## src/rtl/core/hct_pkg.sv

```systemverilog
// Shared types and constants for the heap canary table.
`default_nettype none

package hct_pkg;

   // opcode field encodings
   localparam logic [1:0] OPC_ADD    = 2'd0;
   localparam logic [1:0] OPC_REMOVE = 2'd1;
   localparam logic [1:0] OPC_VERIFY = 2'd2;

   // status field encodings
   localparam logic [1:0] STS_OK        = 2'd0;
   localparam logic [1:0] STS_FULL      = 2'd1;
   localparam logic [1:0] STS_NOT_FOUND = 2'd2;

   // command queue between front and back
   localparam int QUEUE_DEPTH = 2;
   localparam int QPTR_W      = $clog2(QUEUE_DEPTH);

   typedef enum logic [1:0] {
      K_ADD    = 2'd0,
      K_REMOVE = 2'd1,
      K_VERIFY = 2'd2,
      K_NONE   = 2'd3
   } op_kind_type;

   typedef struct packed {
      logic [1:0]  opcode;
      logic [63:0] block_address;
      logic [3:0]  slot_select;
      logic [63:0] observed_value;
   } req_type;

   typedef struct packed {
      logic [1:0]  status;
      logic [3:0]  slot_index;
      logic        slot_valid;
      logic [31:0] expected_canary;
      logic [63:0] stored_address;
      logic        overflow_detected;
   } rsp_type;

   // decoded command as it sits in the queue
   typedef struct packed {
      op_kind_type kind;
      logic        sel_ok;
      logic [3:0]  slot_select;
      logic [63:0] block_address;
      logic [63:0] observed_value;
   } cmd_type;

endpackage

`default_nettype wire

```

## src/rtl/core/hct_front.sv

```systemverilog
// Input stage: takes request words, decodes them and feeds the command queue.
`default_nettype none

module hct_front import hct_pkg::*; #(
   parameter int SLOT_COUNT = 16
) (
   input  logic    clock,
   input  logic    reset,
   input  logic    req_valid,
   output logic    req_ready,
   input  req_type req_payload,
   output logic    push_valid,
   input  logic    push_ready,
   output cmd_type push_cmd
);

   logic    valid_ff, valid_in;
   cmd_type cmd_ff, cmd_in;
   cmd_type dec;

   always_comb begin
      dec                = '0;
      dec.block_address  = req_payload.block_address;
      dec.slot_select    = req_payload.slot_select;
      dec.observed_value = req_payload.observed_value;
      dec.sel_ok         = (int'(req_payload.slot_select) < SLOT_COUNT);
      case (req_payload.opcode)
         OPC_ADD:    dec.kind = K_ADD;
         OPC_REMOVE: dec.kind = K_REMOVE;
         OPC_VERIFY: dec.kind = K_VERIFY;
         default:    dec.kind = K_NONE;
      endcase
   end

   assign req_ready  = !valid_ff || push_ready;
   assign push_valid = valid_ff;
   assign push_cmd   = cmd_ff;

   always_comb begin
      valid_in = valid_ff;
      cmd_in   = cmd_ff;
      if (req_valid && req_ready) begin
         valid_in = 1'b1;
         cmd_in   = dec;
      end else if (push_ready) begin
         valid_in = 1'b0;
      end
   end

   always_ff @(posedge clock) begin
      if (reset) begin
         valid_ff <= 1'b0;
      end else begin
         valid_ff <= valid_in;
      end
      cmd_ff <= cmd_in;
   end

endmodule

`default_nettype wire

```

## src/rtl/core/hct_queue.sv

```systemverilog
// Short command queue decoupling the decode stage from the table engine.
`default_nettype none

module hct_queue import hct_pkg::*; (
   input  logic    clock,
   input  logic    reset,
   input  logic    push_valid,
   output logic    push_ready,
   input  cmd_type push_cmd,
   output logic    pop_valid,
   input  logic    pop,
   output cmd_type pop_cmd
);

   cmd_type            slots_ff [QUEUE_DEPTH];
   logic [QPTR_W-1:0]  wptr_ff, wptr_in;
   logic [QPTR_W-1:0]  rptr_ff, rptr_in;
   logic [QPTR_W:0]    count_ff, count_in;
   logic               do_push, do_pop;

   assign push_ready = (count_ff != (QPTR_W + 1)'(QUEUE_DEPTH));
   assign pop_valid  = (count_ff != '0);
   assign pop_cmd    = slots_ff[rptr_ff];
   assign do_push    = push_valid && push_ready;
   assign do_pop     = pop && pop_valid;

   always_comb begin
      wptr_in  = do_push ? wptr_ff + 1'b1 : wptr_ff;
      rptr_in  = do_pop  ? rptr_ff + 1'b1 : rptr_ff;
      count_in = count_ff;
      if (do_push && !do_pop) begin
         count_in = count_ff + 1'b1;
      end else if (do_pop && !do_push) begin
         count_in = count_ff - 1'b1;
      end
   end

   always_ff @(posedge clock) begin
      if (reset) begin
         wptr_ff  <= '0;
         rptr_ff  <= '0;
         count_ff <= '0;
      end else begin
         wptr_ff  <= wptr_in;
         rptr_ff  <= rptr_in;
         count_ff <= count_in;
      end
      if (do_push) begin
         slots_ff[wptr_ff] <= push_cmd;
      end
   end

endmodule

`default_nettype wire

```

## src/rtl/core/hct_back.sv

```systemverilog
// Table engine: slot storage, free/match scan, update and result register.
`default_nettype none

module hct_back import hct_pkg::*; #(
   parameter int SLOT_COUNT = 16
) (
   input  logic    clock,
   input  logic    reset,
   input  logic    cmd_valid,
   output logic    cmd_pop,
   input  cmd_type cmd,
   output logic    rsp_valid,
   input  logic    rsp_ready,
   output rsp_type rsp_payload
);

   localparam int IDX_W = (SLOT_COUNT > 1) ? $clog2(SLOT_COUNT) : 1;

   typedef enum logic [2:0] {
      S_IDLE = 3'b001,
      S_SCAN = 3'b010,
      S_EXEC = 3'b100
   } state_type;

   state_type               state_ff, state_in;
   cmd_type                 cur_ff, cur_in;
   logic [SLOT_COUNT-1:0]   valid_ff, valid_in;
   logic [SLOT_COUNT-1:0]   match_ff, match_in;
   logic [31:0]             counter_ff, counter_in;
   logic                    rsp_valid_ff, rsp_valid_in;
   rsp_type                 rsp_ff, rsp_in;
   logic [31:0]             canary_ff [SLOT_COUNT];
   logic [63:0]             addr_ff [SLOT_COUNT];

   logic [SLOT_COUNT-1:0]   scan_vec;
   logic                    hit;
   logic [IDX_W-1:0]        enc_idx, vidx, ridx;
   logic [31:0]             rd_canary, counter_inc;
   logic [63:0]             rd_addr;
   logic                    fire, wr_en;
   logic [31:0]             canary_in;
   logic [63:0]             addr_in;
   rsp_type                 res;

   // per-slot address compare, registered for the execute cycle
   always_comb begin
      for (int i = 0; i < SLOT_COUNT; i++) begin
         match_in[i] = valid_ff[i] && (addr_ff[i] == cur_ff.block_address);
      end
   end

   // lowest free slot for add, lowest live match for remove
   always_comb begin
      scan_vec = (cur_ff.kind == K_ADD) ? ~valid_ff : match_ff;
      hit      = 1'b0;
      enc_idx  = '0;
      for (int i = SLOT_COUNT - 1; i >= 0; i--) begin
         if (scan_vec[i]) begin
            hit     = 1'b1;
            enc_idx = IDX_W'(i);
         end
      end
   end

   assign vidx      = IDX_W'(cur_ff.slot_select);
   assign ridx      = (cur_ff.kind == K_VERIFY) ? vidx : enc_idx;
   assign rd_canary = canary_ff[ridx];
   assign rd_addr   = addr_ff[ridx];

   assign counter_inc = counter_ff + 32'd1;
   assign fire        = (state_ff == S_EXEC) && (!rsp_valid_ff || rsp_ready);
   assign cmd_pop     = cmd_valid && ((state_ff == S_IDLE) || fire);
   assign canary_in   = counter_inc;
   assign addr_in     = cur_ff.block_address;
   assign wr_en       = fire && (cur_ff.kind == K_ADD) && hit;

   always_comb begin
      res        = '0;
      valid_in   = valid_ff;
      counter_in = counter_ff;
      case (cur_ff.kind)
         K_ADD: begin
            if (fire) begin
               counter_in = counter_inc;
            end
            if (hit) begin
               res.slot_index      = 4'(enc_idx);
               res.expected_canary = counter_inc;
               if (fire) begin
                  valid_in[enc_idx] = 1'b1;
               end
            end else begin
               res.status = STS_FULL;
            end
         end
         K_REMOVE: begin
            if (hit) begin
               res.slot_index      = 4'(enc_idx);
               res.expected_canary = rd_canary;
               if (fire) begin
                  valid_in[enc_idx] = 1'b0;
               end
            end else begin
               res.status = STS_NOT_FOUND;
            end
         end
         K_VERIFY: begin
            res.slot_index = cur_ff.slot_select;
            if (cur_ff.sel_ok && valid_ff[vidx]) begin
               res.slot_valid        = 1'b1;
               res.expected_canary   = rd_canary;
               res.stored_address    = rd_addr;
               res.overflow_detected = (cur_ff.observed_value != {32'd0, rd_canary});
            end
         end
         default: begin
            res = '0;
         end
      endcase
   end

   always_comb begin
      state_in = state_ff;
      case (state_ff)
         S_IDLE: begin
            if (cmd_pop) begin
               state_in = S_SCAN;
            end
         end
         S_SCAN: state_in = S_EXEC;
         S_EXEC: begin
            if (fire) begin
               state_in = cmd_pop ? S_SCAN : S_IDLE;
            end
         end
         default: state_in = S_IDLE;
      endcase
   end

   always_comb begin
      cur_in       = cmd_pop ? cmd : cur_ff;
      rsp_valid_in = rsp_valid_ff;
      rsp_in       = rsp_ff;
      if (fire) begin
         rsp_valid_in = 1'b1;
         rsp_in       = res;
      end else if (rsp_ready) begin
         rsp_valid_in = 1'b0;
      end
   end

   always_ff @(posedge clock) begin
      if (reset) begin
         state_ff     <= S_IDLE;
         valid_ff     <= '0;
         counter_ff   <= '0;
         rsp_valid_ff <= 1'b0;
      end else begin
         state_ff     <= state_in;
         valid_ff     <= valid_in;
         counter_ff   <= counter_in;
         rsp_valid_ff <= rsp_valid_in;
      end
      cur_ff   <= cur_in;
      match_ff <= match_in;
      rsp_ff   <= rsp_in;
      if (wr_en) begin
         canary_ff[enc_idx] <= canary_in;
         addr_ff[enc_idx]   <= addr_in;
      end
   end

   assign rsp_valid   = rsp_valid_ff;
   assign rsp_payload = rsp_ff;

endmodule

`default_nettype wire

```

## src/rtl/core/heap_canary_table.sv

```systemverilog
// Heap canary table: guard-value slot table with add, remove and verify.
//
// Request channel (req_valid/req_ready/req_payload) takes one command word:
// add an address (a new canary is drawn from a running counter), remove an
// address, or verify a slot against the value now read at its address.
// Response channel (rsp_valid/rsp_ready/rsp_payload) returns exactly one
// word per command, in command order.
// A decode stage feeds a two-entry command queue; the table engine takes
// each command through a scan state that compares every slot's address in
// parallel, then an execute state that picks the lowest free or matching
// slot (the selected slot for verify) and updates the table. The engine
// pops the next queued command, if any, as it finishes the current one.
// When rsp_ready is low the response register holds its word, the engine
// stops in its execute cycle and the queue and decode stage fill, after
// which req_ready drops.
// Reset (synchronous, active high) frees every slot, zeroes the canary
// counter and empties queue and response register; slot contents are not
// cleared.
`default_nettype none

module heap_canary_table import hct_pkg::*; #(
   parameter int SLOT_COUNT = 16
) (
   input  logic    clock,
   input  logic    reset,
   input  logic    req_valid,
   output logic    req_ready,
   input  req_type req_payload,
   output logic    rsp_valid,
   input  logic    rsp_ready,
   output rsp_type rsp_payload
);

   logic    push_valid, push_ready;
   cmd_type push_cmd;
   logic    q_valid, q_pop;
   cmd_type q_cmd;

   hct_front #(.SLOT_COUNT(SLOT_COUNT)) u_front (
      .clock       (clock),
      .reset       (reset),
      .req_valid   (req_valid),
      .req_ready   (req_ready),
      .req_payload (req_payload),
      .push_valid  (push_valid),
      .push_ready  (push_ready),
      .push_cmd    (push_cmd)
   );

   hct_queue u_queue (
      .clock      (clock),
      .reset      (reset),
      .push_valid (push_valid),
      .push_ready (push_ready),
      .push_cmd   (push_cmd),
      .pop_valid  (q_valid),
      .pop        (q_pop),
      .pop_cmd    (q_cmd)
   );

   hct_back #(.SLOT_COUNT(SLOT_COUNT)) u_back (
      .clock       (clock),
      .reset       (reset),
      .cmd_valid   (q_valid),
      .cmd_pop     (q_pop),
      .cmd         (q_cmd),
      .rsp_valid   (rsp_valid),
      .rsp_ready   (rsp_ready),
      .rsp_payload (rsp_payload)
   );

   // engine never pulls from an empty queue
   a_pop_nonempty: assert property (@(posedge clock) disable iff (reset)
      q_pop |-> q_valid)
      else $error("command popped from empty queue");

   // a decoded word stalled at the queue is held intact
   a_push_hold: assert property (@(posedge clock) disable iff (reset)
      (push_valid && !push_ready) |=> (push_valid && $stable(push_cmd)))
      else $error("decoded word lost while queue full");

   // a full queue with a pending decoded word must stall the request side
   a_front_stall: assert property (@(posedge clock) disable iff (reset)
      (push_valid && !push_ready) |-> !req_ready)
      else $error("request accepted with no room downstream");

   // no response survives reset
   a_reset_rsp: assert property (@(posedge clock)
      $past(reset) |-> !rsp_valid)
      else $error("response valid right after reset");

endmodule

`default_nettype wire

```

## config.mk

```make
export PLATFORM = sky130hd
export DESIGN_NAME = heap_canary_table
export DESIGN_NICKNAME = d
export VERILOG_FILES = /design/src/rtl/core/hct_pkg.sv /design/src/rtl/core/hct_front.sv /design/src/rtl/core/hct_queue.sv /design/src/rtl/core/hct_back.sv /design/src/rtl/core/heap_canary_table.sv
export SDC_FILE = /design/constraint.sdc
export NUM_CORES = 2
export LEC_CHECK = 0
export ABC_CLOCK_PERIOD_IN_PS = 32200
export BUFFER_PORTS_ARGS = -buffer_cell sky130_fd_sc_hd__buf_2
export CAP_MARGIN = 5
export CORE_UTILIZATION = 50
export CTS_BUF_LIST = sky130_fd_sc_hd__clkbuf_4
export DETAILED_ROUTE_END_ITERATION = 7
export MAX_ROUTING_LAYER = met4
export PLACE_DENSITY = 0.68
export SYNTH_ARGS = -nofsm -noshare
export SYNTH_HDL_FRONTEND = slang
export SYNTH_HIERARCHICAL = 1
export SYNTH_SLANG_ARGS = --single-unit
```

## constraint.sdc

```tcl
create_clock -name clock -period 32.2 [get_ports clock]
set_input_delay 3.22 -clock clock [delete_from_list [all_inputs] [get_ports clock]]
set_output_delay 3.22 -clock clock [all_outputs]
set_load 0.02 [all_outputs]
```

# After elaboration in Yosys (flattened, before gate mapping)

Memory sizes are Yosys's and may differ from the RTL's. A register that Yosys moved wholly into a read port is not among the register bits.
Cells that the tools add are included.

Output and inout bits: 106
Register bits after elaboration: 312
Bits in writable memories: 1804
Memories kept: 3
Logic and storage cells: 179
Input bits: 138

$add $sub $neg: 5
Bitwise logic cells: 4
Mux-type cells: 67
Equality and inequality tests: 31
Magnitude comparators: 3
Reduce and logical (&&, ||, !) cells: 46

Memories:

| name             | depth | bits a word | rd ports | clocked after Yosys merged registers in | write ports | line            | text |
|---|---|---|---|---|---|---|---|
| u_back.addr_ff   | 16    | 64          | 17       | 0                                       | 1           | hct_back.sv:33  | `logic [63:0] addr_ff [SLOT_COUNT];` |
| u_back.canary_ff | 16    | 32          | 1        | 0                                       | 1           | hct_back.sv:32  | `logic [31:0] canary_ff [SLOT_COUNT];` |
| u_queue.slots_ff | 2     | 134         | 1        | 1                                       | 1           | hct_queue.sv:15 | `cmd_type slots_ff [QUEUE_DEPTH];` |

Operators by type and width:

| cell                                                                         | count |
|---|---|
| 64-bit == test                                                               | 16 |
| 98-bit two-way mux                                                           | 1 |
| 32-bit one-hot mux with 3 select lines                                       | 1 |
| 16-bit two-way mux                                                           | 5 |
| 4-bit two-way mux                                                            | 18 |
| 32-bit two-way mux                                                           | 2 |
| 64-bit by 32-bit inequality test with 1-bit output                           | 1 |
| 32-bit by 1-bit adder with 32-bit output, second input constant              | 1 |
| 16-bit inverter                                                              | 2 |
| 16-bit one-hot mux with 2 select lines                                       | 1 |
| 1-bit logical AND                                                            | 27 |
| 1-bit two-way mux                                                            | 27 |
| 16-bit AND                                                                   | 1 |
| 16-bit bitwise OR                                                            | 1 |
| 2-bit by 1-bit inequality test with 1-bit output, second input constant      | 6 |
| 4-bit by 5-bit less-than comparator with 1-bit output, second input constant | 2 |
| 2-bit nonzero test                                                           | 5 |
| 3-bit one-hot mux with 3 select lines                                        | 1 |
| 2-bit two-way mux                                                            | 4 |
| 4-bit one-hot mux with 2 select lines                                        | 1 |
| 3-bit two-way mux                                                            | 2 |
| 2-bit one-hot mux with 3 select lines                                        | 1 |
| 2-bit AND reduction                                                          | 3 |
| 5-bit AND reduction                                                          | 1 |
| other kinds (17)                                                             | 26 |

# Depth between registers and ports, before layout

Word-level depth: 27
Depth in mapped cells: 18

# By module

The synthesis kept the hierarchy.

By module, submodules not included:

| module    | seq. area each (µm²) | cells an instance | instances | area an instance (µm²) |
|---|---|---|---|---|
| hct_back  | 54662.4              | 6730              | 1         | 84284.6 |
| hct_queue | 8207.9               | 444               | 1         | 10157.2 |
| hct_front | 4043.9               | 143               | 1         | 4097.7 |

# Least setup slack after synthesis

OpenSTA, ideal clock, no wires.

Path kind: in2reg
From: input rsp_ready
To: memory u_back.addr_ff[1][0], enable pin
Data arrival time: 12.943 ns
Setup slack: 18.587 ns
Stages: 6
Data required time: 31.530 ns
Path through: nor2b_1 or3_1 inv_1 nand2_1 clkbuf_1 nor3_1

Word-level cells in the longest chain between the ends: 6

RTL lines:

| what                                    | line                    | text |
|---|---|---|
| start: declaration                      | heap_canary_table.sv:30 | `input logic rsp_ready,` |
| 1-bit logical OR                        | hct_back.sv:71          | `assign fire = (state_ff == S_EXEC) && (!rsp_valid_ff \|\| rsp_ready);` |
| 1-bit logical AND                       | hct_back.sv:71          |  |
| via u_back.fire                         | hct_back.sv:40          | `logic fire, wr_en;` |
| 1-bit logical AND (2 in series)         | hct_back.sv:75          | `assign wr_en = fire && (cur_ff.kind == K_ADD) && hit;` |
| 1-bit two-way mux                       | hct_back.sv:167         | `if (wr_en) begin` |
| 1-bit two-way mux (not written as such) | hct_back.sv:169         | `addr_ff[enc_idx] <= addr_in;` |
| end: declaration                        | hct_back.sv:33          |  |

The timed path passes the listed nets, and every way through them passes these cells.

# Worst setup path in the final report

From: input rsp_ready
To: memory u_back.addr_ff[15][22], enable pin

The elaborated chain is that of the path after synthesis.

==> results.json <==
{
  "cp.required_ns": 33.21,
  "numCtsBuffers": 613,
  "rsz0062_at_grt": "no",
  "tightest_slew_ns": 1.47,
  "cts_setup_buffers": 0,
  "area_delta_synth_final_pct": 12.4,
  "layout_common_cells": "edfxtp_1, nand2_1, clkbuf_4",
  "maxSlewViolCount": 0,
  "peakVddDrop_mv": 0.122,
  "crit_buf_inv": 4,
  "fin_crit_sh_pct": 22.0,
  "clock_path_buffers": 4,
  "die_area_um2": 199000,
  "grt.total_usage_pct": 39.9,
  "arrival_ns": 8.10,
  "skew_ns": 0.113,
  "totalWireLength_um": 390000,
  "initial_core_util_pct": 50.4,
  "final_common_cell": "edfxtp_1",
  "fillers": 16200,
  "yosysUniqueCellTypes": 102,
  "ios": 244,
  "core-area_um2": 195000,
  "setup_viol": 0,
  "yosys.area.top_type": "edfxtp_1",
  "yosysSeqAreaShare_pct": 67.9,
  "min_period_ns": 7.08,
  "layout.cells.non_filler": 11000,
  "hold_path_class": "reg -> reg",
  "drc": 0,
  "rows": 162,
  "ant_nets": 0,
  "max-slew-margin-rel_pct": 0.768,
  "via_per_inst": 6.47,
  "p_leak_nw": 38.3,
  "synthTopCellsByArea": "edfxtp_1, xor2_1, nand2_1, xnor2_1, nand3_1",
  "syn_nets": 7457,
  "vias": 71200,
  "clock_latency_ns": 1.48,
  "pwr_density_cell_nw_per_um2": 104,
  "clk_pin_slew_ns": 0.07,
  "netlist_instances": 7317,
  "hpwl_um": 263000,
  "synth_area_um2": 98500,
  "overflow": 0,
  "finalHoldViolCount": 0,
  "die_h_um": 446,
  "wl_per_cell_um": 35.5,
  "critPathKind": "in -> reg",
  "max-cap-violations": 1,
  "worstPathCellList": "buf_2 > nor2b_1 > or3_1 > inv_6 > nand2_1 > nor2_1 > nand2_1 > nor2_4 > buf_4 > buf_4",
  "dr.pass1.iters": 7,
  "htree_levels": 6,
  "dpl_worst_slack_ns": 23.89,
  "violations": "max-capacitance violations",
  "antenna_found_initial": 38,
  "crit_path_max_incr_delay_ns": 0.85,
  "setup_tns_ns": 0,
  "fmax_ghz": 0.141,
  "outcome": "finished with violations",
  "root_buffer": "clkbuf_4",
  "grt_max_degree": 170,
  "synth_top_cell_area_share_pct": 66.4,
  "clkSinkCount": 2253,
  "port-buffer-count": 243,
  "first_iter_violations": 11300,
  "crit_family": "simple AND/OR/NAND/NOR gates",
  "place.gp.congestion": 1.09,
  "fin_nets": 8066,
  "grt_pass1_vias": 67200,
  "dp.cells": 9934,
  "yosys_warnings": 6,
  "synth_edf_count": 2179,
  "worstPathMaxFanout": 63,
  "ys_seq_elements": 2253,
  "drive_above_1_share_pct": 19.8,
  "cts_resized": 0,
  "crit_path_end_kind": "flop",
  "hold_buffers": 0,
  "avgSynthCellArea_um2": 13.5,
  "ys.flop_type": "edfxtp_1",
  "die_w_um": 446,
  "cp_slowest_cell": "buf_4",
  "cp-start-kind": "primary input",
  "fin_ws_ns": 25.12,
  "grt_pass1_wl_um": 529000,
  "async_reset_ff_share_pct": 0,
  "cts_tree": "built"
}
==> flip-flops by register name, summed over array words and instances (netlist names), named ones only <==
name                count
u_front/push_valid      1
u_front/push_cmd      134
u_back/rsp_valid        1
u_back/state_ff         3
u_back/cur_ff          67
u_back/counter_ff      32
u_back/addr_in         64
u_queue/count_ff        2
u_back/canary_ff      512
u_back/addr_ff       1024
u_queue/wptr_ff         1
u_back/rsp_payload    104
u_back/vidx             4
u_back/match_ff        16
u_queue/slots_ff      270
u_queue/rptr_ff         1
==> layout make-up <==
| class | instances | area, um^2 | share of cell area (%) |
|---|---|---|---|
| Timing Repair Buffer | 477 | 3070 | 2.77 |
| Multi-Input combinational cell | 4374 | 29100 | 26.3 |
| Sequential cell | 2253 | 66900 | 60.4 |
| Clock inverter | 143 | 906 | 0.818 |
| Inverter | 207 | 792 | 0.715 |
| Tap cell | 2624 | 3280 | 2.96 |
| Clock buffer | 884 | 6640 | 5.99 |
| Antenna cell | 35 | 87.6 | 0.0790 |
==> cell usage after synthesis (all sizes together), types with 18 or more instances <==
| cell | instances |
|---|---|
| nor4 | 169 |
| nand3 | 351 |
| a31oi | 54 |
| xor2 | 497 |
| xnor2 | 349 |
| a211oi | 183 |
| a21oi | 76 |
| a311oi | 158 |
| or3 | 23 |
| mux2i | 84 |
| inv | 197 |
| mux2 | 144 |
| nand2 | 1059 |
| dfxtp | 74 |
| nand4 | 152 |
| nor3 | 30 |
| o211ai | 30 |
| clkbuf | 267 |
| o311a | 64 |
| and3 | 156 |
| nand2b | 40 |
| a221oi | 79 |
| o22ai | 131 |
| edfxtp | 2179 |
| a22oi | 18 |
| buf | 216 |
| o21ai | 105 |
| nor2 | 201 |
==> report_power, final <==
| group | switching, mW | total (mW) | internal [mW] |
|---|---|---|---|
| Clock | 1.21 | 2.56 | 1.35 |
| Combinational | 4.03 | 5.29 | 1.26 |
| Sequential | 0.128 | 3.70 | 3.57 |
| Total | 5.37 | 11.5 | 6.18 |
==> logic make-up after synthesis <==
group,count (synthesis),synth area share (%)
fa+ha+maj,2,0.0254
buf+inv,690,2.90
mux,234,2.84
flops,2253,67.9
compound gates,1059,8.16
xor+xnor,846,7.52
simple gates,2232,10.6
other cells,1,0.00381
==> stage by stage <==
stage	cell area, um^2	hold WS (ns)	power [mW]	utilization (%)
finish	111000	0.398	11.5	56.7
floorplan	98500	0.421	6.52	-
CTS	111000	0.398	11.3	56.7
global placement	103000	0.422	8.74	52.8
detailed placement	103000	0.431	8.76	52.8
global route	111000	0.411	11.8	56.7
==> final timing paths <==
check / slack (ns) / endpoint / startpoint / cells past startpoint
hold reg to reg: 0.40 / u_queue/slots_ff[0][14] / u_front/push_cmd[14] / 0
setup / recovery: 25.12 / u_back/addr_ff[15][22] / rsp_ready / 10
setup reg to reg: 25.18 / u_back/rsp_payload[2] / u_back/cur_ff[133] / 14
hold / removal: 0.40 / u_queue/slots_ff[0][14] / u_front/push_cmd[14] / 0
==> per-layer routing <==
| layer | routed length, um | part of all wire, % | track usage, % | vias up |
|---|---|---|---|---|
| met5 | 0 | 0 | - | - |
| met4 | 27600 | 7.1 | 24.8 | 0 |
| met3 | 52400 | 13 | 11.2 | 1005 |
| met2 | 164000 | 42 | 54.2 | 5555 |
| met1 | 145000 | 37 | 52.6 | 35400 |
| li1 | - | - | - | 29300 |
No activity file was read; power rests on OpenSTA's default activity.
